<file path="config.mk">
export PLATFORM = sky130hd
export DESIGN_NAME = comment_stripper_unit_flat
export DESIGN_NICKNAME = d
export VERILOG_FILES = /design/src/rtl/core/cs_pkg.sv /design/src/rtl/core/cs_if.sv /design/src/rtl/core/cs_scan.sv /design/src/rtl/core/cs_outq.sv /design/src/rtl/core/comment_stripper_unit.sv /design/src/flat_wrapper.sv
export SDC_FILE = /design/constraint.sdc
export NUM_CORES = 1
export LEC_CHECK = 0
export ABC_AREA = 0
export BUFFER_PORTS_ARGS = -buffer_cell sky130_fd_sc_hd__clkbuf_2
export CAP_MARGIN = 15
export CORE_MARGIN = 1
export CORE_UTILIZATION = 50
export DETAILED_ROUTE_END_ITERATION = 7
export PLACE_DENSITY = 0.7
export SLEW_MARGIN = 20
export SYNTH_ARGS = -nofsm -noshare
export SYNTH_HDL_FRONTEND = slang
export SYNTH_SLANG_ARGS = --single-unit
</file>
<file path="constraint.sdc">
create_clock -name clk -period 8 [get_ports clk]
set_input_delay 0.8 -clock clk [delete_from_list [all_inputs] [get_ports clk]]
set_output_delay 0.8 -clock clk [all_outputs]
set_load 0.05 [all_outputs]
</file>
<file path="src/rtl/core/cs_pkg.sv">
// Shared types and character constants for the comment stripper.
// No dependencies.
package cs_pkg;

	localparam logic [7:0] CH_LF     = 8'h0A;
	localparam logic [7:0] CH_CR     = 8'h0D;
	localparam logic [7:0] CH_SPACE  = 8'h20;
	localparam logic [7:0] CH_DQUOTE = 8'h22;
	localparam logic [7:0] CH_SQUOTE = 8'h27;
	localparam logic [7:0] CH_DASH   = 8'h2D;
	localparam logic [7:0] CH_SEMI   = 8'h3B;
	localparam logic [7:0] CH_BSLASH = 8'h5C;

	localparam logic REQ_TEXT = 1'b0;
	localparam logic REQ_EOT  = 1'b1;

	// Up to two result bytes produced by one scanned item.
	typedef struct packed {
		logic [1:0] cnt;
		logic [7:0] b0;
		logic [7:0] b1;
	} res_t;

	// One queued output transaction.
	typedef struct packed {
		logic [7:0] out_byte;
		logic       last_of_run;
	} entry_t;

endpackage

</file>
<file path="src/rtl/core/cs_if.sv">
// Valid/ready channel interfaces for the comment stripper input and output.
// No dependencies.
interface cs_in_if;
	logic       valid;
	logic       ready;
	logic       req_type;
	logic [7:0] in_byte;

	modport source (output valid, output req_type, output in_byte, input ready);
	modport sink (input valid, input req_type, input in_byte, output ready);
endinterface

interface cs_out_if;
	logic       valid;
	logic       ready;
	logic [7:0] out_byte;
	logic       last_of_run;

	modport source (output valid, output out_byte, output last_of_run, input ready);
	modport sink (input valid, input out_byte, input last_of_run, output ready);
endinterface

</file>
<file path="src/rtl/core/cs_scan.sv">
// Scanner: mode state registers and the per-byte comment stripping logic.
// Depends on cs_pkg.
module cs_scan (
	input  logic             clk,
	input  logic             arst_n,
	input  logic             step,
	input  logic             req_type,
	input  logic [7:0]       in_byte,
	output cs_pkg::res_t     res
);

	typedef enum logic [2:0] {
		MODE_NORMAL = 3'd0,
		MODE_SEMI   = 3'd1,
		MODE_LINE   = 3'd2,
		MODE_BLOCK  = 3'd3,
		MODE_BDASH  = 3'd4,
		MODE_STRING = 3'd5
	} scan_mode_t;

	scan_mode_t mode_q, mode_d;
	logic       esc_q, esc_d;
	logic       lhb_q, lhb_d;
	logic       keep_space;
	logic       is_quote;
	cs_pkg::res_t close_res;

	always_comb begin
		keep_space = (mode_q == MODE_NORMAL) || (mode_q == MODE_STRING);
		is_quote   = (in_byte == cs_pkg::CH_DQUOTE) || (in_byte == cs_pkg::CH_SQUOTE);
		if (keep_space) begin
			close_res = '{cnt: 2'd2, b0: cs_pkg::CH_SPACE, b1: cs_pkg::CH_LF};
		end else begin
			close_res = '{cnt: 2'd1, b0: cs_pkg::CH_LF, b1: 8'h00};
		end
	end

	always_comb begin
		mode_d = mode_q;
		esc_d  = esc_q;
		lhb_d  = lhb_q;
		res    = '0;
		if (req_type == cs_pkg::REQ_EOT) begin
			if (lhb_q) begin
				res = close_res;
			end
			mode_d = MODE_NORMAL;
			esc_d  = 1'b0;
			lhb_d  = 1'b0;
		end else if (in_byte == cs_pkg::CH_LF) begin
			res   = close_res;
			esc_d = 1'b0;
			lhb_d = 1'b0;
			if (mode_q == MODE_SEMI || mode_q == MODE_LINE) begin
				mode_d = MODE_NORMAL;
			end else if (mode_q == MODE_BDASH) begin
				mode_d = MODE_BLOCK;
			end
		end else begin
			lhb_d = 1'b1;
			if (in_byte == cs_pkg::CH_CR) begin
				if (mode_q == MODE_SEMI) begin
					mode_d = MODE_LINE;
				end else if (mode_q == MODE_BDASH) begin
					mode_d = MODE_BLOCK;
				end
			end else if (esc_q) begin
				esc_d = 1'b0;
				if (mode_q == MODE_STRING) begin
					res = '{cnt: 2'd1, b0: in_byte, b1: 8'h00};
				end
			end else begin
				unique case (mode_q)
					MODE_SEMI: begin
						mode_d = (in_byte == cs_pkg::CH_DASH) ? MODE_BDASH : MODE_LINE;
					end
					MODE_LINE: begin
						mode_d = MODE_LINE;
					end
					MODE_BLOCK: begin
						if (in_byte == cs_pkg::CH_BSLASH) begin
							esc_d = 1'b1;
						end else if (in_byte == cs_pkg::CH_DASH) begin
							mode_d = MODE_BDASH;
						end
					end
					MODE_BDASH: begin
						if (in_byte == cs_pkg::CH_SEMI) begin
							mode_d = MODE_NORMAL;
						end else if (in_byte == cs_pkg::CH_BSLASH) begin
							mode_d = MODE_BLOCK;
							esc_d  = 1'b1;
						end else if (in_byte != cs_pkg::CH_DASH) begin
							mode_d = MODE_BLOCK;
						end
					end
					MODE_STRING: begin
						if (in_byte == cs_pkg::CH_BSLASH) begin
							esc_d = 1'b1;
						end else if (is_quote) begin
							mode_d = MODE_NORMAL;
						end
						res = '{cnt: 2'd1, b0: in_byte, b1: 8'h00};
					end
					default: begin
						mode_d = MODE_NORMAL;
						if (in_byte == cs_pkg::CH_SEMI) begin
							mode_d = MODE_SEMI;
						end else begin
							if (is_quote) begin
								mode_d = MODE_STRING;
							end
							res = '{cnt: 2'd1, b0: in_byte, b1: 8'h00};
						end
					end
				endcase
			end
		end
	end

	always_ff @(posedge clk or negedge arst_n) begin
		if (!arst_n) begin
			mode_q <= MODE_NORMAL;
			esc_q  <= 1'b0;
			lhb_q  <= 1'b0;
		end else if (step) begin
			mode_q <= mode_d;
			esc_q  <= esc_d;
			lhb_q  <= lhb_d;
		end
	end

	a_eot_resets: assert property (@(posedge clk) disable iff (!arst_n)
		step && req_type == cs_pkg::REQ_EOT |=> mode_q == MODE_NORMAL && !esc_q && !lhb_q)
		else $error("scanner state not cleared after end of text");

	a_newline_clears: assert property (@(posedge clk) disable iff (!arst_n)
		step && req_type == cs_pkg::REQ_TEXT && in_byte == cs_pkg::CH_LF |=> !esc_q && !lhb_q)
		else $error("escape or line flag survived a newline");

endmodule

</file>
<file path="src/rtl/core/cs_outq.sv">
// Two-entry result queue that spreads one or two result bytes over the output.
// Depends on cs_pkg.
module cs_outq (
	input  logic              clk,
	input  logic              arst_n,
	input  logic              push,
	input  cs_pkg::res_t      res,
	input  logic              pop,
	output cs_pkg::entry_t    head,
	output logic [1:0]        cnt
);

	cs_pkg::entry_t ent_q [2];
	cs_pkg::entry_t ent_d [2];
	logic [1:0]     cnt_q, cnt_d, rem, push_n;
	cs_pkg::entry_t new0, new1;

	always_comb begin
		rem    = cnt_q - {1'b0, pop};
		push_n = push ? res.cnt : 2'd0;
		new0   = '{out_byte: res.b0, last_of_run: (res.cnt == 2'd1)};
		new1   = '{out_byte: res.b1, last_of_run: 1'b1};
		ent_d[0] = pop ? ent_q[1] : ent_q[0];
		ent_d[1] = ent_q[1];
		if (push_n != 2'd0) begin
			if (rem == 2'd0) begin
				ent_d[0] = new0;
			end else begin
				ent_d[1] = new0;
			end
		end
		if (push_n == 2'd2) begin
			ent_d[1] = new1;
		end
		cnt_d = rem + push_n;
	end

	always_ff @(posedge clk or negedge arst_n) begin
		if (!arst_n) begin
			cnt_q <= 2'd0;
		end else begin
			cnt_q <= cnt_d;
		end
	end

	always_ff @(posedge clk) begin
		ent_q[0] <= ent_d[0];
		ent_q[1] <= ent_d[1];
	end

	assign head = ent_q[0];
	assign cnt  = cnt_q;

	a_no_overflow: assert property (@(posedge clk) disable iff (!arst_n)
		{1'b0, rem} + {1'b0, push_n} <= 3'd2)
		else $error("result queue overflow");

	a_no_underflow: assert property (@(posedge clk) disable iff (!arst_n)
		pop |-> cnt_q != 2'd0)
		else $error("result queue popped while empty");

endmodule

</file>
<file path="src/rtl/core/comment_stripper_unit.sv">
// Comment stripper top level: input register, scanner and result queue.
// Path: input register, then scanner into the result queue, then the output port.
// Throughput: one input per cycle while each yields at most one result and the
// output is ready; a line end yielding a space and a newline sends both in turn.
// Reset: arst_n clears the input stage, the result queue and all scan state at once.
// Depends on cs_pkg, cs_if, cs_scan and cs_outq.
module comment_stripper_unit (
	input  logic          clk,
	input  logic          arst_n,
	cs_in_if.sink         inbound,
	cs_out_if.source      outbound
);

	logic         valid_s1;
	logic         req_type_s1;
	logic [7:0]   in_byte_s1;
	logic         step;
	logic         accept;
	logic         pop;
	logic [1:0]   q_cnt;
	cs_pkg::res_t res;
	cs_pkg::entry_t head;

	assign step           = valid_s1 &&
		({1'b0, res.cnt} + {1'b0, q_cnt} <= 3'd2 + {2'b00, pop});
	assign inbound.ready  = !valid_s1 || step;
	assign accept         = inbound.valid && inbound.ready;
	assign pop            = outbound.valid && outbound.ready;

	always_ff @(posedge clk or negedge arst_n) begin
		if (!arst_n) begin
			valid_s1 <= 1'b0;
		end else begin
			valid_s1 <= accept || (valid_s1 && !step);
		end
	end

	always_ff @(posedge clk) begin
		if (accept) begin
			req_type_s1 <= inbound.req_type;
			in_byte_s1  <= inbound.in_byte;
		end
	end

	cs_scan u_scan (
		.clk      (clk),
		.arst_n   (arst_n),
		.step     (step),
		.req_type (req_type_s1),
		.in_byte  (in_byte_s1),
		.res      (res)
	);

	cs_outq u_outq (
		.clk    (clk),
		.arst_n (arst_n),
		.push   (step),
		.res    (res),
		.pop    (pop),
		.head   (head),
		.cnt    (q_cnt)
	);

	assign outbound.valid       = (q_cnt != 2'd0);
	assign outbound.out_byte    = head.out_byte;
	assign outbound.last_of_run = head.last_of_run;

	a_hold_blocks_input: assert property (@(posedge clk) disable iff (!arst_n)
		valid_s1 && !step |-> !inbound.ready)
		else $error("input accepted while stage one is held");

endmodule
</file>
<file path="src/flat_wrapper.sv">
// flat-port wrapper written by rule: the top's interface ports become plain ports
module comment_stripper_unit_flat 
  (clk, arst_n, inbound_valid, inbound_req_type, inbound_in_byte, inbound_ready, outbound_valid, outbound_out_byte, outbound_last_of_run, outbound_ready);
  cs_in_if inbound_i ();
  cs_out_if outbound_i ();
  input  logic clk;
  input  logic arst_n;
  input wire logic [$bits(inbound_i.valid)-1:0] inbound_valid;
  input wire logic [$bits(inbound_i.req_type)-1:0] inbound_req_type;
  input wire logic [$bits(inbound_i.in_byte)-1:0] inbound_in_byte;
  output wire logic [$bits(inbound_i.ready)-1:0] inbound_ready;
  output wire logic [$bits(outbound_i.valid)-1:0] outbound_valid;
  output wire logic [$bits(outbound_i.out_byte)-1:0] outbound_out_byte;
  output wire logic [$bits(outbound_i.last_of_run)-1:0] outbound_last_of_run;
  input wire logic [$bits(outbound_i.ready)-1:0] outbound_ready;
  assign inbound_i.valid = inbound_valid;
  assign inbound_i.req_type = inbound_req_type;
  assign inbound_i.in_byte = inbound_in_byte;
  assign inbound_ready = inbound_i.ready;
  assign outbound_valid = outbound_i.valid;
  assign outbound_out_byte = outbound_i.out_byte;
  assign outbound_last_of_run = outbound_i.last_of_run;
  assign outbound_i.ready = outbound_ready;
  comment_stripper_unit u_core (.clk(clk), .arst_n(arst_n), .inbound(inbound_i), .outbound(outbound_i));
endmodule
</file>
-- Yosys cells after proc, flatten, opt, wreduce, memory -nomap -nowiden
Memories as Yosys holds them, arrays and structs flattened.
Index checks and enable logic that the tools add are counted.
- bits in registers: 17
- bits of input ports: 13
- memories kept: 1
- output and inout port bits: 11
- logic and storage cells: 96
- bits in writable memories: 18
- memories (memory ; depth ; width ; read ports ; clocked after memory_dff ; wr ports ; line ; RTL):
    u_core.u_outq.ent_q ; 2 ; 9 ; 2 ; 0 ; 2 ; cs_outq.sv:13 ; cs_pkg::entry_t ent_q [2];
- $lt $le $gt $ge: 1
- reductions and logical operators: 19
- equality and inequality tests: 22
- add/subtract/negate cells: 4
- mux-type cells: 42
- operator list (cell ; count):
    $mux W18 ; 7
    $mux W3 ; 17
    $mux W9 ; 4
    $mux W17 ; 2
    $pmux W17 S2 ; 1
    $eq A8 B6 Y1 const B ; 4
    $ne A5 B4 Y1 const B ; 4
    $eq A8 B4 Y1 const B ; 2
    $pmux W3 S5 ; 1
    $eq A8 B7 Y1 const B ; 1
    $mux W1 ; 8
    $ne A8 B6 Y1 const B ; 1
    $ne A7 B2 Y1 const B ; 1
    $reduce_and A7 Y1 ; 1
    $eq A3 B2 Y1 const B ; 2
    $eq A3 B3 Y1 const B ; 2
    $logic_or A1 B1 Y1 ; 5
    $logic_and A1 B1 Y1 ; 4
    $ne A4 B1 Y1 const B ; 1
    $reduce_bool A2 Y1 ; 2
    $reduce_or A4 Y1 ; 1
    $add A2 B1 Y3 const A ; 1
    $add A2 B2 Y3 ; 1
    $eq A3 B1 Y1 const B ; 1
    13 further kinds ; 14

-- Depth between registers and ports, before layout
Gate-level depths: netlist of run 1.
- word-level depth: 14
- gate-level depth with buffers: 16
- mapped depth without buffers: 14

-- Hierarchy
From an unflattened synthesis of run 1, not the netlist that was laid out.
- cell total of the unflattened synthesis: 218
- area total of the unflattened synthesis: 2257.2 um^2
- modules (own cells, without submodules) (module ; cells each ; times used ; area an instance (um^2) ; seq. area each (um^2)):
    cs_outq ; 77 ; 1 ; 996.0 ; 490.5
    cs_scan ; 118 ; 1 ; 848.3 ; 125.1
    comment_stripper_unit ; 23 ; 1 ; 412.9 ; 295.3

-- Worst setup path after synthesis of run 1
No wires, ideal clock.
- path type: register to output
- start: register u_core.in_byte_s1[4]
- end: output port inbound_ready
- path slack: 3.588 ns
- data arrival time: 3.612 ns
- stages on the path, launching flop included: 11
- required time: 7.200 ns
- buffers on the path: 1
- cell sequence: edfxtp_1 > or3_1 > buf_2 > a211oi_4 > a211oi_2 > nor2_1 > inv_1 > ha_1 > fa_1 > nor3b_1 > o21ai_0
- word-level cells in the longest chain between the ends: 11
- elaborated cells on any way between the ends: 13
- those cells by class: 1 x add/sub; 1 x order compare; 3 x eq/ne; 6 x mux; 2 x reduce/logical
- ends and longest elaborated chain (element ; line ; RTL):
    from (decl) ; comment_stripper_unit.sv:16 ; logic [7:0] in_byte_s1;
    from (signal assigned) ; comment_stripper_unit.sv:41 ; in_byte_s1 <= inbound.in_byte;
    $eq A8 B6 Y1 ; cs_scan.sv:107 ; if (in_byte == cs_pkg::CH_SEMI) begin
    $mux W17 ; cs_scan.sv:107 ;
    $pmux W17 S2 ; cs_scan.sv:73 ; unique case (mode_q)
    $mux W18 ; cs_scan.sv:67 ; end else if (esc_q) begin
    $mux W18 ; cs_scan.sv:61 ; if (in_byte == cs_pkg::CH_CR) begin
    $mux W18 (*) ; cs_scan.sv:50 ; end else if (in_byte == cs_pkg::CH_LF) begin
    $mux W18 (*) ; cs_scan.sv:43 ; if (req_type == cs_pkg::REQ_EOT) begin
    $add A2 B2 Y3 (*) ; comment_stripper_unit.sv:25 ; ({1'b0, res.cnt} + {1'b0, q_cnt} <= 3'd2 + {2'b00, pop});
    $le A3 B3 Y1 (*) ; comment_stripper_unit.sv:25 ;
    $logic_and A1 B1 Y1 (*) ; comment_stripper_unit.sv:24 ; assign step = valid_s1 &&
    $logic_or A1 B1 Y1 (*) ; comment_stripper_unit.sv:26 ; assign inbound.ready = !valid_s1 || step;
    to (decl) ; flat_wrapper.sv:11 ; output wire logic [$bits(inbound_i.ready)-1:0] inbound_ready;
Every way passes the cells marked *; elsewhere a longest branch is shown, timed or not.

-- Worst setup path in the final report of run 1
Same ends and word-level chain as after synthesis.

==> implementation parameters, run 1 <==
Parameter                              Value

Synth
  Largest cells by area after synthesis ... sky130_fd_sc_hd__edfxtp_1 (15%), sky130_fd_sc_hd__dfxtp_1 (15%), sky130_fd_sc_hd__mux2i_1 (9.8%)
  Unique cell type count in the Yosys netlist ... 66
  Gate Count Post-Synth ... between 200 and 250
  Average footprint of a synthesized cell ... between 9 and 10 um2
  Netlist area before placement ... 2140 um2
  Cell taking the most area after synthesis ... sky130_fd_sc_hd__edfxtp_1
  Most used flip-flop cell after synthesis ... sky130_fd_sc_hd__dfxtp_1
  Register bit count reported by yosys ... 35
  Commonest cells in the synthesized netlist ... sky130_fd_sc_hd__nand2_1 (22), sky130_fd_sc_hd__mux2i_1 (21), sky130_fd_sc_hd__dfxtp_1 (16), sky130_fd_sc_hd__edfxtp_1 (11), sky130_fd_sc_hd__o21ai_0 (11)
  Leading cell type by number of instances after synthesis ... sky130_fd_sc_hd__nand2_1
  Number of enable flip-flop cells after synthesis ... 11
  Synth async-reset ratio ... 0.229
  Synth warnings ... 0
  Syn_nets ... roughly 230
  Top cell type's share of synthesized area ... 0.155
  Sequential element share of the synthesized area ... 0.398

Power and ir drop
  P per Cell Area ... 453 nW/um2
  Fraction of power spent switching nets ... 0.477
  Leak pwr ... just over 0.001 uW
  Clk network pwr share ... 0.116
  Comb pwr share ... 0.562
  Proportion of power drawn by flip-flops and latches ... 0.321
  Internal power contribution ... between 500 and 600 uW
  Worst IR Drop VDD ... roughly 180 uV
  Power dissipated by switching net loads ... about 500 uW

Die
  Effective utilization at floorplan ... 0.527
  Std-Cell Rows ... 23
  Width of the die ... between 60 and 70 um
  Die ar. ... about 4500 um2
  Floorplan die height ... roughly 67 um
  Io pins ... 24
  Floorplan Core Area ... 4060 um2

STA
  Worst Tran Pin Value ... 0.646 ns
  Fin crit period ... ~4.5 ns
  Unrepaired setup endpoints after global routing ... no
  Sum of negative setup slack ... 0 ns
  Setup violations, final ... 0
  Maximum achievable frequency ... about 0.22 GHz
  Final Hold Fails ... 0
  Final hold slack ... roughly 0.35 ns
  Tcrit/Tclk final ... 0.562
  Slew headroom ... 0.569
  Setup skew after layout ... roughly 0.0037 ns
  Max Transition Viols Final ... 0

Cells and area
  Fraction of final layout cells with drive strength greater than 1 ... 0.195
  Net count of the finished layout ... ~250
  Area taken by flip-flops and latches ... between 800 and 900 um2
  Area Growth Syn to Fin ... 7.96%
  Filler cell count in the final layout ... 374
  Area taken by multi-input logic gates ... 1160 um2
  Number of antenna repair diodes ... 0

Global routing
  Most heavily used metal layer in global routing ... met2
  Met3 track demand over resource ... 0.0490
  Grt total ovfl ... 0
  GR met1 Demand/Resource ... 0.268
  Maximum number of pins on one net before global-route repair ... 18
  First-pass GRT wire length ... 7.11 mm
  Antenna violations before repair ... 0
  Aggregate global-route resource usage ... 0.216
  Global routing met2 resource utilization ... 0.351
  Number of global-route vias before repair ... 1544

CTS
  CTS buffer count ... 5
  Post-CTS sizing ... 0
  CTS tree ... done
  Clock-pin transition on the worst setup and hold timing paths ... 0.07 ns
  Root buf cell ... sky130_fd_sc_hd__clkbuf_8
  Clock latency at the later pin of the worst-skew pair ... about 0.29 ns
  Number of sinks on the clock net ... 35
  Clock Path Buffers ... 2
  Number of buffers inserted to repair setup after CTS ... 0
  Hold Buf Count CTS ... 0
  H-tree levels ... 2

Route
  Total iterations of the first detailed-routing run ... 4
  Vias per Instance ... approximately 5.8
  Average detailed-routed wire length per instance ... around 15 um
  Total number of vias ... 1633
  Detail Route Antenna Nets ... 0
  Total routed wirelength ... about 4.3 mm
  Final routed DRC violation total ... 0
  Drt initial violations ... 81

Flow run
  Maximum Capacitance Violations ... 0

Setup path
  Flop2flop setup slack ... 3.56 ns
  Critical register-to-register path startpoint ... u_core.in_byte_s1[4]$_DFFE_PP_
  Endpoint of the most critical register-to-register path ... u_core.u_outq.ent_q[0][10]$_SDFFE_PP0P_
  Largest fanout on the critical path ... 10
  Type of destination of the critical path ... output pin
  Launching element type of the critical path ... register
  Data required time of the worst path ... around 7.2 ns
  Depth of the worst register-to-register path ... 12
  Kind of critical path ... reg -> out
  Arrival @ worst endpoint ... between 3 and 4 ns

Min path
  Worst min path class ... in -> async

Place
  Final estimated routing congestion in global placement ... between 0.9 and 1
  DPL Wire Length ... 3.22 mm
  I/O Buffers ... 23

Run status
  Result of the run ... finished, final reports clean
[placed cells by master (no fill, tap or decap), drive strengths merged, types with 4 or more instances in the layout]
cell type / Yosys / layout
clkbuf: 5 / 30
nand2: 22 / 22
mux2i: 21 / 21
dfxtp: 16 / 16
o21ai: 11 / 11
edfxtp: 11 / 11
nor2: 9 / 9
a21oi: 9 / 9
dfrtp: 8 / 8
inv: 7 / 7
nand2b: 5 / 5
a211oi: 5 / 5
and2: 4 / 4
ha: 4 / 4
or3: 4 / 4
[registers in the layout, indices dropped and copies added (netlist names)]
signal,flops
u_core.in_byte_s1,8
u_core.req_type_s1,1
u_core.u_outq.cnt,2
u_core.u_outq.ent_q,18
u_core.u_scan.esc_q,1
u_core.u_scan.lhb_q,1
u_core.u_scan.mode_q,3
u_core.valid_s1,1
[power by group through the flow]
stage          sequential, uW  clock [uW]  combinational, uW
5_1_grt                   348         131                654
3_5_place_dp              339           0                590
6_report                  336         121                587
3_3_place_gp              338           0                583
2_1_floorplan             318           0                513
4_1_cts                   335         124                593
[worst max-delay path by stage]
stage                                   startpoint                                       to  cells after the start
detailed placement  u_core.in_byte_s1[4]$_DFFE_PP_  u_core.u_outq.ent_q[0][10]$_SDFFE_PP0P_                     12
finish              u_core.in_byte_s1[4]$_DFFE_PP_                            inbound_ready                     10
global placement    u_core.in_byte_s1[4]$_DFFE_PP_  u_core.u_outq.ent_q[0][10]$_SDFFE_PP0P_                     12
global route        u_core.in_byte_s1[4]$_DFFE_PP_  u_core.u_outq.ent_q[0][10]$_SDFFE_PP0P_                     12
floorplan           u_core.in_byte_s1[4]$_DFFE_PP_                            inbound_ready                     10
CTS                 u_core.in_byte_s1[4]$_DFFE_PP_                            inbound_ready                     10
[layer usage]
layer  vias up  part of all wire
li1        821                 -
met1       757              0.47
met2        43              0.47
met3        12             0.035
met4         0             0.026
met5         -                 0
[through the flow]
step | std cells | worst slack (ns) | power, uW | area (um2) | utilization
4_1_cts | 281 | 3.52 | 1050 | 2310 | 0.569
6_report | 281 | 3.50 | 1040 | 2310 | 0.569
2_1_floorplan | 215 | 3.59 | 831 | 2140 | -
3_5_place_dp | 273 | 3.59 | 929 | 2230 | 0.549
3_3_place_gp | 272 | 3.68 | 921 | 2220 | 0.547
5_1_grt | 281 | 3.15 | 1130 | 2310 | 0.569
[critical path, stage by stage (launching register included)]
cell	delay, ns
sky130_fd_sc_hd__edfxtp_1	0.48
sky130_fd_sc_hd__or3_1	0.54
sky130_fd_sc_hd__a211oi_4	0.51
sky130_fd_sc_hd__a211oi_2	0.16
sky130_fd_sc_hd__nor2_1	0.25
sky130_fd_sc_hd__inv_1	0.07
sky130_fd_sc_hd__ha_1	0.19
sky130_fd_sc_hd__fa_1	0.47
sky130_fd_sc_hd__nor3b_1	0.27
sky130_fd_sc_hd__o21ai_0	0.19
sky130_fd_sc_hd__clkbuf_2	0.27
[kinds of logic (layout without fill, tap and decap cells)]
group / count (synthesis) / count (layout) / synth area share
flip-flops: 35 / 35 / 0.398
multiplexers: 23 / 23 / 0.111
XOR/XNOR: 4 / 4 / 0.0164
buffers and inverters: 24 / 40 / 0.0591
adder cells (fa/ha/maj): 5 / 5 / 0.0328
AND/OR/NAND/NOR: 72 / 72 / 0.189
AO/OA/AOI/OAI: 52 / 52 / 0.194
[cell type report]
class,instances,share of cell area
inverter,8,0.0130
clock inverter,1,0.00217
clock buffer,7,0.0331
timing repair buffer,24,0.0531
tap,50,0.0271
multi-input combinational,156,0.503
sequential,35,0.369
Note: power is estimated with default switching activity, not from simulation.
==> run 2, diff against run 1 <==
- PLACE_DENSITY: 0.7 -> 0.73
- clock period: 8 -> 3.7 ns (I/O delays scaled with it)
==> run 2 against run 1 <==
Combinational power grew to 2.5 times the previous value. Largest cell class unchanged. Cell count increased by 6.4%. Design area grew 9.1%. Global-route usage decreased by 0.21 points. Critical endpoint is now u_core.u_outq.ent_q[0][10]$_SDFFE_PP0P_.
==> implementation parameters, run 2 (synthesis gave the netlist of run 1 again) <==
Parameter                              Value

Cells and area
  Filler cell count in the final layout ... 360
  Area taken by flip-flops and latches ... roughly 850 um2
  Fraction of the core area covered by cells at the end of the flow ... 0.620
  Area Growth Syn to Fin ... 17.7%
  Most common cell after layout, fill and taps aside ... sky130_fd_sc_hd__clkbuf_2
  Fraction of final layout cells with drive strength greater than 1 ... 0.273
  Area taken by multi-input logic gates ... between 1000 and 1500 um2
  Largest registers in the final layout ... u_core.u_outq.ent_q: 18 flops, u_core.in_byte_s1: 8 flops, u_core.u_scan.mode_q: 3 flops
  Largest register FFs ... 18
  Net count of the finished layout ... 266
  Register with the highest flop count ... u_core.u_outq.ent_q
  Highest-count cells in the layout ignoring fill and taps ... sky130_fd_sc_hd__clkbuf_2 (23), sky130_fd_sc_hd__nand2_1 (22), sky130_fd_sc_hd__mux2i_1 (21)
  Number of non-filler instances in the completed layout ... 299
  Number of antenna repair diodes ... 0

Route
  Met1 routed wirelength after detailed routing ... 2.03 mm
  Met3 WL ... approximately 130 um
  Vias per Instance ... between 5 and 6
  Total iterations of the first detailed-routing run ... 4
  Detail Route Antenna Nets ... 0
  Drt initial violations ... between 70 and 80
  Routed wl met2 ... between 2 and 2.5 mm
  Uppermost metal layer occupied by signal nets ... met4
  Total number of vias ... approximately 1700
  Average detailed-routed wire length per instance ... approximately 15 um
  Total routed wirelength ... roughly 4.4 mm
  Final routed DRC violation total ... 0

Power and ir drop
  Final Total Pwr ... 2520 uW
  Proportion of power drawn by flip-flops and latches ... 0.275
  Leak pwr ... roughly 0.0011 uW
  Internal power contribution ... 1380 uW
  Comb pwr share ... 0.583
  P per Cell Area ... between 1000 and 1500 nW/um2
  Power dissipated by switching net loads ... 1140 uW
  Clk network pwr share ... 0.142
  Fraction of power spent switching nets ... 0.453
  Worst IR Drop VDD ... 468 uV

Setup path
  Type of destination of the critical path ... register
  Flop2flop setup slack ... 0.16 ns
  Kind of critical path ... reg -> reg
  Critical register-to-register path startpoint ... u_core.in_byte_s1[2]$_DFFE_PP_
  Arrival @ worst endpoint ... between 3 and 4 ns
  Last element of the critical path ... u_core.u_outq.ent_q[0][10]$_SDFFE_PP0P_
  Data required time of the worst path ... 3.89 ns
  Largest fanout on the critical path ... 7
  Endpoint of the most critical register-to-register path ... u_core.u_outq.ent_q[0][10]$_SDFFE_PP0P_
  Depth of the worst register-to-register path ... 12
  Launching element type of the critical path ... register
  Timing startpoint of the critical path ... u_core.in_byte_s1[2]$_DFFE_PP_

Place
  Cell count after placement ... between 200 and 300
  Final estimated routing congestion in global placement ... around 0.85
  DPL Wire Length ... about 3.3 mm
  I/O Buffers ... 23

Flow run
  Maximum Capacitance Violations ... 0

STA
  Unrepaired setup endpoints after global routing ... no
  Final hold slack ... 0.257 ns
  Maximum achievable frequency ... 0.282 GHz
  Setup skew after layout ... 0.00435 ns
  Sum of negative setup slack ... 0 ns
  Setup violations, final ... 0
  Final Hold Fails ... 0
  Slew headroom ... 0.705
  Fin crit period ... between 3 and 4 ns
  Worst Tran Pin Value ... 0.431 ns
  Max Transition Viols Final ... 0
  Tcrit/Tclk final ... 0.958

Global routing
  Grt total ovfl ... 0
  Antenna violations before repair ... 0
  First-pass GRT wire length ... between 7 and 8 mm
  Number of global-route vias before repair ... between 1500 and 2000
  Maximum number of pins on one net before global-route repair ... 17
  Aggregate global-route resource usage ... 0.214

Die
  Floorplan Core Area ... ~4000 um2
  Width of the die ... about 67 um
  Floorplan die height ... approximately 67 um
  Effective utilization at floorplan ... 0.527
  Std-Cell Rows ... 23
  Io pins ... 24
  Die ar. ... between 4000 and 5000 um2

CTS
  Clock latency at the later pin of the worst-skew pair ... just under 0.3 ns
  Number of sinks on the clock net ... 35
  Root buf cell ... sky130_fd_sc_hd__clkbuf_8
  CTS tree ... done
  Clock-pin transition on the worst setup and hold timing paths ... 0.07 ns
  Clock Path Buffers ... 2
  H-tree levels ... 2
  CTS buffer count ... 5

Min path
  Worst min path class ... in -> reg

Run status
  Result of the run ... finished, final reports clean
-- run 2: worst max-delay path, cell delays in order (launching register included) --
cell and delay, ns:
sky130_fd_sc_hd__edfxtp_1 0.51, sky130_fd_sc_hd__or3b_1 0.46, sky130_fd_sc_hd__a211oi_4 0.27, sky130_fd_sc_hd__a211oi_2 0.08, sky130_fd_sc_hd__nor2_1 0.13, sky130_fd_sc_hd__inv_1 0.05
sky130_fd_sc_hd__ha_1 0.19, sky130_fd_sc_hd__fa_1 0.42, sky130_fd_sc_hd__nor3b_1 0.15, sky130_fd_sc_hd__or3b_2 0.54, sky130_fd_sc_hd__a21oi_2 0.23, sky130_fd_sc_hd__o211ai_4 0.15
sky130_fd_sc_hd__a31o_2 0.27
-- run 2: per-stage QoR --
step | area (um2) | setup slack [ns]
2_1_floorplan | 2150 | 0.0223
3_3_place_gp | 2350 | 0.183
3_5_place_dp | 2350 | 0.0866
4_1_cts | 2490 | 0.0596
5_1_grt | 2520 | 0.0105
6_report | 2520 | 0.156
-- run 2: timing repair --
action                                  CTS  global route
setup buffers                             0             2
endpoints found under the setup margin    0            20
hold buffers                              1             0
gates resized for setup                   0             2
hold endpoints to repair                  8             0
-- run 2: layer usage --
layer | track usage | vias up
li1 | - | 861
met1 | 0.286 | 815
met2 | 0.348 | 29
met3 | 0.0405 | 5
met4 | 0.0638 | 0
met5 | 0 | -
-- run 2: worst min path at each step --
stage / start / to / slack (ns) / cells after the start
floorplan: arst_n / u_core.u_outq.cnt[0]$_DFF_PN0_ / 0.07 / 0
global placement: arst_n / u_core.u_scan.mode_q[2]$_DFFE_PN0P_ / 0.22 / 1
detailed placement: arst_n / u_core.u_scan.mode_q[2]$_DFFE_PN0P_ / 0.23 / 1
CTS: inbound_in_byte[4] / u_core.in_byte_s1[4]$_DFFE_PP_ / 0.25 / 1
global route: inbound_in_byte[3] / u_core.in_byte_s1[3]$_DFFE_PP_ / 0.24 / 1
finish: inbound_req_type / u_core.req_type_s1$_DFFE_PP_ / 0.26 / 1
-- run 2: area by class of cell --
class                   instances  share of cell area
well taps                      50              0.0249
inverters                       8              0.0119
flip-flops and latches         35               0.338
multi-input cells             156               0.472
clock inverters                 1             0.00249
clock buffers                   7              0.0472
repair buffers                 42               0.103
-- run 2: power by group through the flow --
stage	combinational, uW	clock, uW	sequential [uW]
floorplan	1140	0	690
global placement	1450	0	693
detailed placement	1460	0	700
CTS	1470	363	690
global route	1600	380	717
finish	1470	358	691
==> run 3, diff against run 2 <==
- MAX_ROUTING_LAYER: not set -> met4
==> run 3 against run 2 <==
Hold slack worse by 0.00062 ns. Sequential power about the same. Sequential share of layout area unchanged. Register-to-register slack hardly changed. Via count fell by 0.12%. Clock-buffer cell count did not move. Maximum frequency is 0.20% higher. Highest routed layer unchanged.
==> implementation parameters, run 3 (synthesis gave the netlist of run 1 again) <==
Parameter                              Value

Global routing
  Antenna violations before repair ... 0
  First-pass GRT wire length ... a little over 7 mm
  Number of global-route vias before repair ... between 1500 and 2000
  Aggregate global-route resource usage ... 0.220
  Maximum number of pins on one net before global-route repair ... 17
  Grt total ovfl ... 0

Setup path
  Largest fanout on the critical path ... 7
  Flop2flop setup slack ... approximately 0.16 ns
  Type of destination of the critical path ... register
  Worst path cell trace ... or3b_1 > a211oi_4 > a211oi_2 > nor2_1 > inv_1 > ha_1 > fa_1 > nor3b_1 > or3b_2 > a21oi_2 > o211ai_4 > a31o_2
  Kind of critical path ... reg -> reg
  Launching element type of the critical path ... register
  Depth of the worst register-to-register path ... 12
  Arrival @ worst endpoint ... 3.72 ns
  Highest cell delay on the worst timing path ... 0.54 ns
  Standard cell with the maximum stage delay on the critical path ... sky130_fd_sc_hd__or3b_2
  Data required time of the worst path ... 3.89 ns
  Endpoint of the most critical register-to-register path ... u_core.u_outq.ent_q[0][10]$_SDFFE_PP0P_
  Count of buffer and inverter cells on the critical path ... 1
  Kind of cell with the highest combined delay on the critical path ... simple AND/OR/NAND/NOR gates
  Critical register-to-register path startpoint ... u_core.in_byte_s1[2]$_DFFE_PP_

Cells and area
  Number of antenna repair diodes ... 0
  Fraction of final layout cells with drive strength greater than 1 ... 0.273
  Most common cell after layout, fill and taps aside ... sky130_fd_sc_hd__clkbuf_2
  Area Growth Syn to Fin ... 17.7%
  Largest registers in the final layout ... u_core.u_outq.ent_q: 18 flops, u_core.in_byte_s1: 8 flops, u_core.u_scan.mode_q: 3 flops
  Filler cell count in the final layout ... 360
  Highest-count cells in the layout ignoring fill and taps ... sky130_fd_sc_hd__clkbuf_2 (23), sky130_fd_sc_hd__nand2_1 (22), sky130_fd_sc_hd__mux2i_1 (21)
  Register with the highest flop count ... u_core.u_outq.ent_q
  Net count of the finished layout ... ~270
  Largest register FFs ... 18

CTS
  Root buf cell ... sky130_fd_sc_hd__clkbuf_8
  Clock-pin transition on the worst setup and hold timing paths ... ~0.070 ns
  CTS buffer count ... 5
  H-tree levels ... 2
  Clock latency at the later pin of the worst-skew pair ... between 0.2 and 0.3 ns
  Clock Path Buffers ... 2
  Number of sinks on the clock net ... 35
  CTS tree ... done

Place
  I/O Buffers ... 23
  DPL Wire Length ... between 3 and 4 mm
  Final estimated routing congestion in global placement ... approximately 0.86

STA
  Max Transition Viols Final ... 0
  Tcrit/Tclk final ... 0.956
  Fin crit period ... approximately 3.5 ns
  Sum of negative setup slack ... 0 ns
  Setup violations, final ... 0
  Slew headroom ... 0.649
  Final hold slack ... around 0.26 ns
  Maximum achievable frequency ... around 0.28 GHz
  Setup skew after layout ... between 0.004 and 0.005 ns
  Final Hold Fails ... 0
  Unrepaired setup endpoints after global routing ... no
  Worst Tran Pin Value ... 0.524 ns

Route
  Total routed wirelength ... ~4.4 mm
  Drt initial violations ... just over 80
  Detail Route Antenna Nets ... 0
  Average detailed-routed wire length per instance ... about 15 um
  Total iterations of the first detailed-routing run ... 4
  Final routed DRC violation total ... 0
  Total number of vias ... 1708
  Vias per Instance ... approximately 5.7

Die
  Effective utilization at floorplan ... 0.527
  Floorplan die height ... 67.4 um
  Die ar. ... between 4000 and 5000 um2
  Width of the die ... between 60 and 70 um
  Floorplan Core Area ... approximately 4100 um2
  Std-Cell Rows ... 23
  Io pins ... 24

Power and ir drop
  Worst IR Drop VDD ... around 470 uV
  Leak pwr ... 0.00112 uW
  P per Cell Area ... between 1000 and 1500 nW/um2

Min path
  Cell depth of the worst hold path ... 1
  Hold Crit Endpoint ... u_core.req_type_s1$_DFFE_PP_
  Launch instance of the worst min-delay path ... inbound_req_type
  Worst min path class ... in -> reg

Run status
  Result of the run ... finished, final reports clean

Flow run
  Maximum Capacitance Violations ... 0
[run 3: cell counts in the layout (fill, tap and decap cells not counted)]
No cell type changed its count.
[run 3: final cells by class]
cell class / instances / area, um2 / share of cell area
clock inverter: 1 / 6.26 / 0.00249
tap: 50 / 62.6 / 0.0249
clock buffer: 7 / 119 / 0.0472
multi-input combinational: 156 / 1190 / 0.472
sequential: 35 / 851 / 0.338
inverter: 8 / 30.0 / 0.0119
timing repair buffer: 42 / 260 / 0.103
[run 3: through the flow]
step	util	std cells	instance area (um2)	power (uW)	setup WS (ns)
floorplan	-	215	2150	1830	0.0223
global placement	0.580	288	2350	2140	0.183
detailed placement	0.580	288	2350	2160	0.0866
CTS	0.614	297	2490	2520	0.0596
global route	0.620	299	2520	2700	0.0105
finish	0.620	299	2520	2520	0.163
[run 3: metal layers]
metal,vias to the layer above,part of all wire,GRT usage
met3,7,0.026,0.0405
met2,28,0.49,0.345
met5,-,0,-
met4,0,0.019,0.0638
li1,862,-,-
met1,811,0.47,0.288
[run 3: worst max path at each step]
| stage | from | end | slack [ns] | cells past startpoint |
|---|---|---|---|---|
| after floorplan | u_core.in_byte_s1[0]$_DFFE_PP_ | u_core.u_outq.ent_q[0][10]$_SDFFE_PP0P_ | 0.02 | 13 |
| after global placement | u_core.in_byte_s1[0]$_DFFE_PP_ | u_core.u_outq.ent_q[0][10]$_SDFFE_PP0P_ | 0.18 | 12 |
| after detailed placement | u_core.in_byte_s1[2]$_DFFE_PP_ | u_core.u_outq.ent_q[0][10]$_SDFFE_PP0P_ | 0.09 | 12 |
| after CTS | u_core.in_byte_s1[2]$_DFFE_PP_ | u_core.u_outq.ent_q[0][10]$_SDFFE_PP0P_ | 0.06 | 12 |
| after global routing | u_core.in_byte_s1[2]$_DFFE_PP_ | u_core.u_scan.mode_q[0]$_DFFE_PN0P_ | 0.01 | 14 |
| final | u_core.in_byte_s1[2]$_DFFE_PP_ | u_core.u_outq.ent_q[0][10]$_SDFFE_PP0P_ | 0.16 | 12 |
[run 3: repair_timing]
action	4_1_cts	5_1_grt
endpoints found under the hold margin	8	0
hold buffers	1	0
setup endpoints to repair	0	20
setup buffers	0	2
resized for setup	0	2
[run 3: where the power goes]
part	switching [uW]	leakage (uW)	total (uW)	internal, uW
clock	144	0.0000651	359	215
sequential	113	0.000337	692	579
combinational	887	0.000719	1470	583
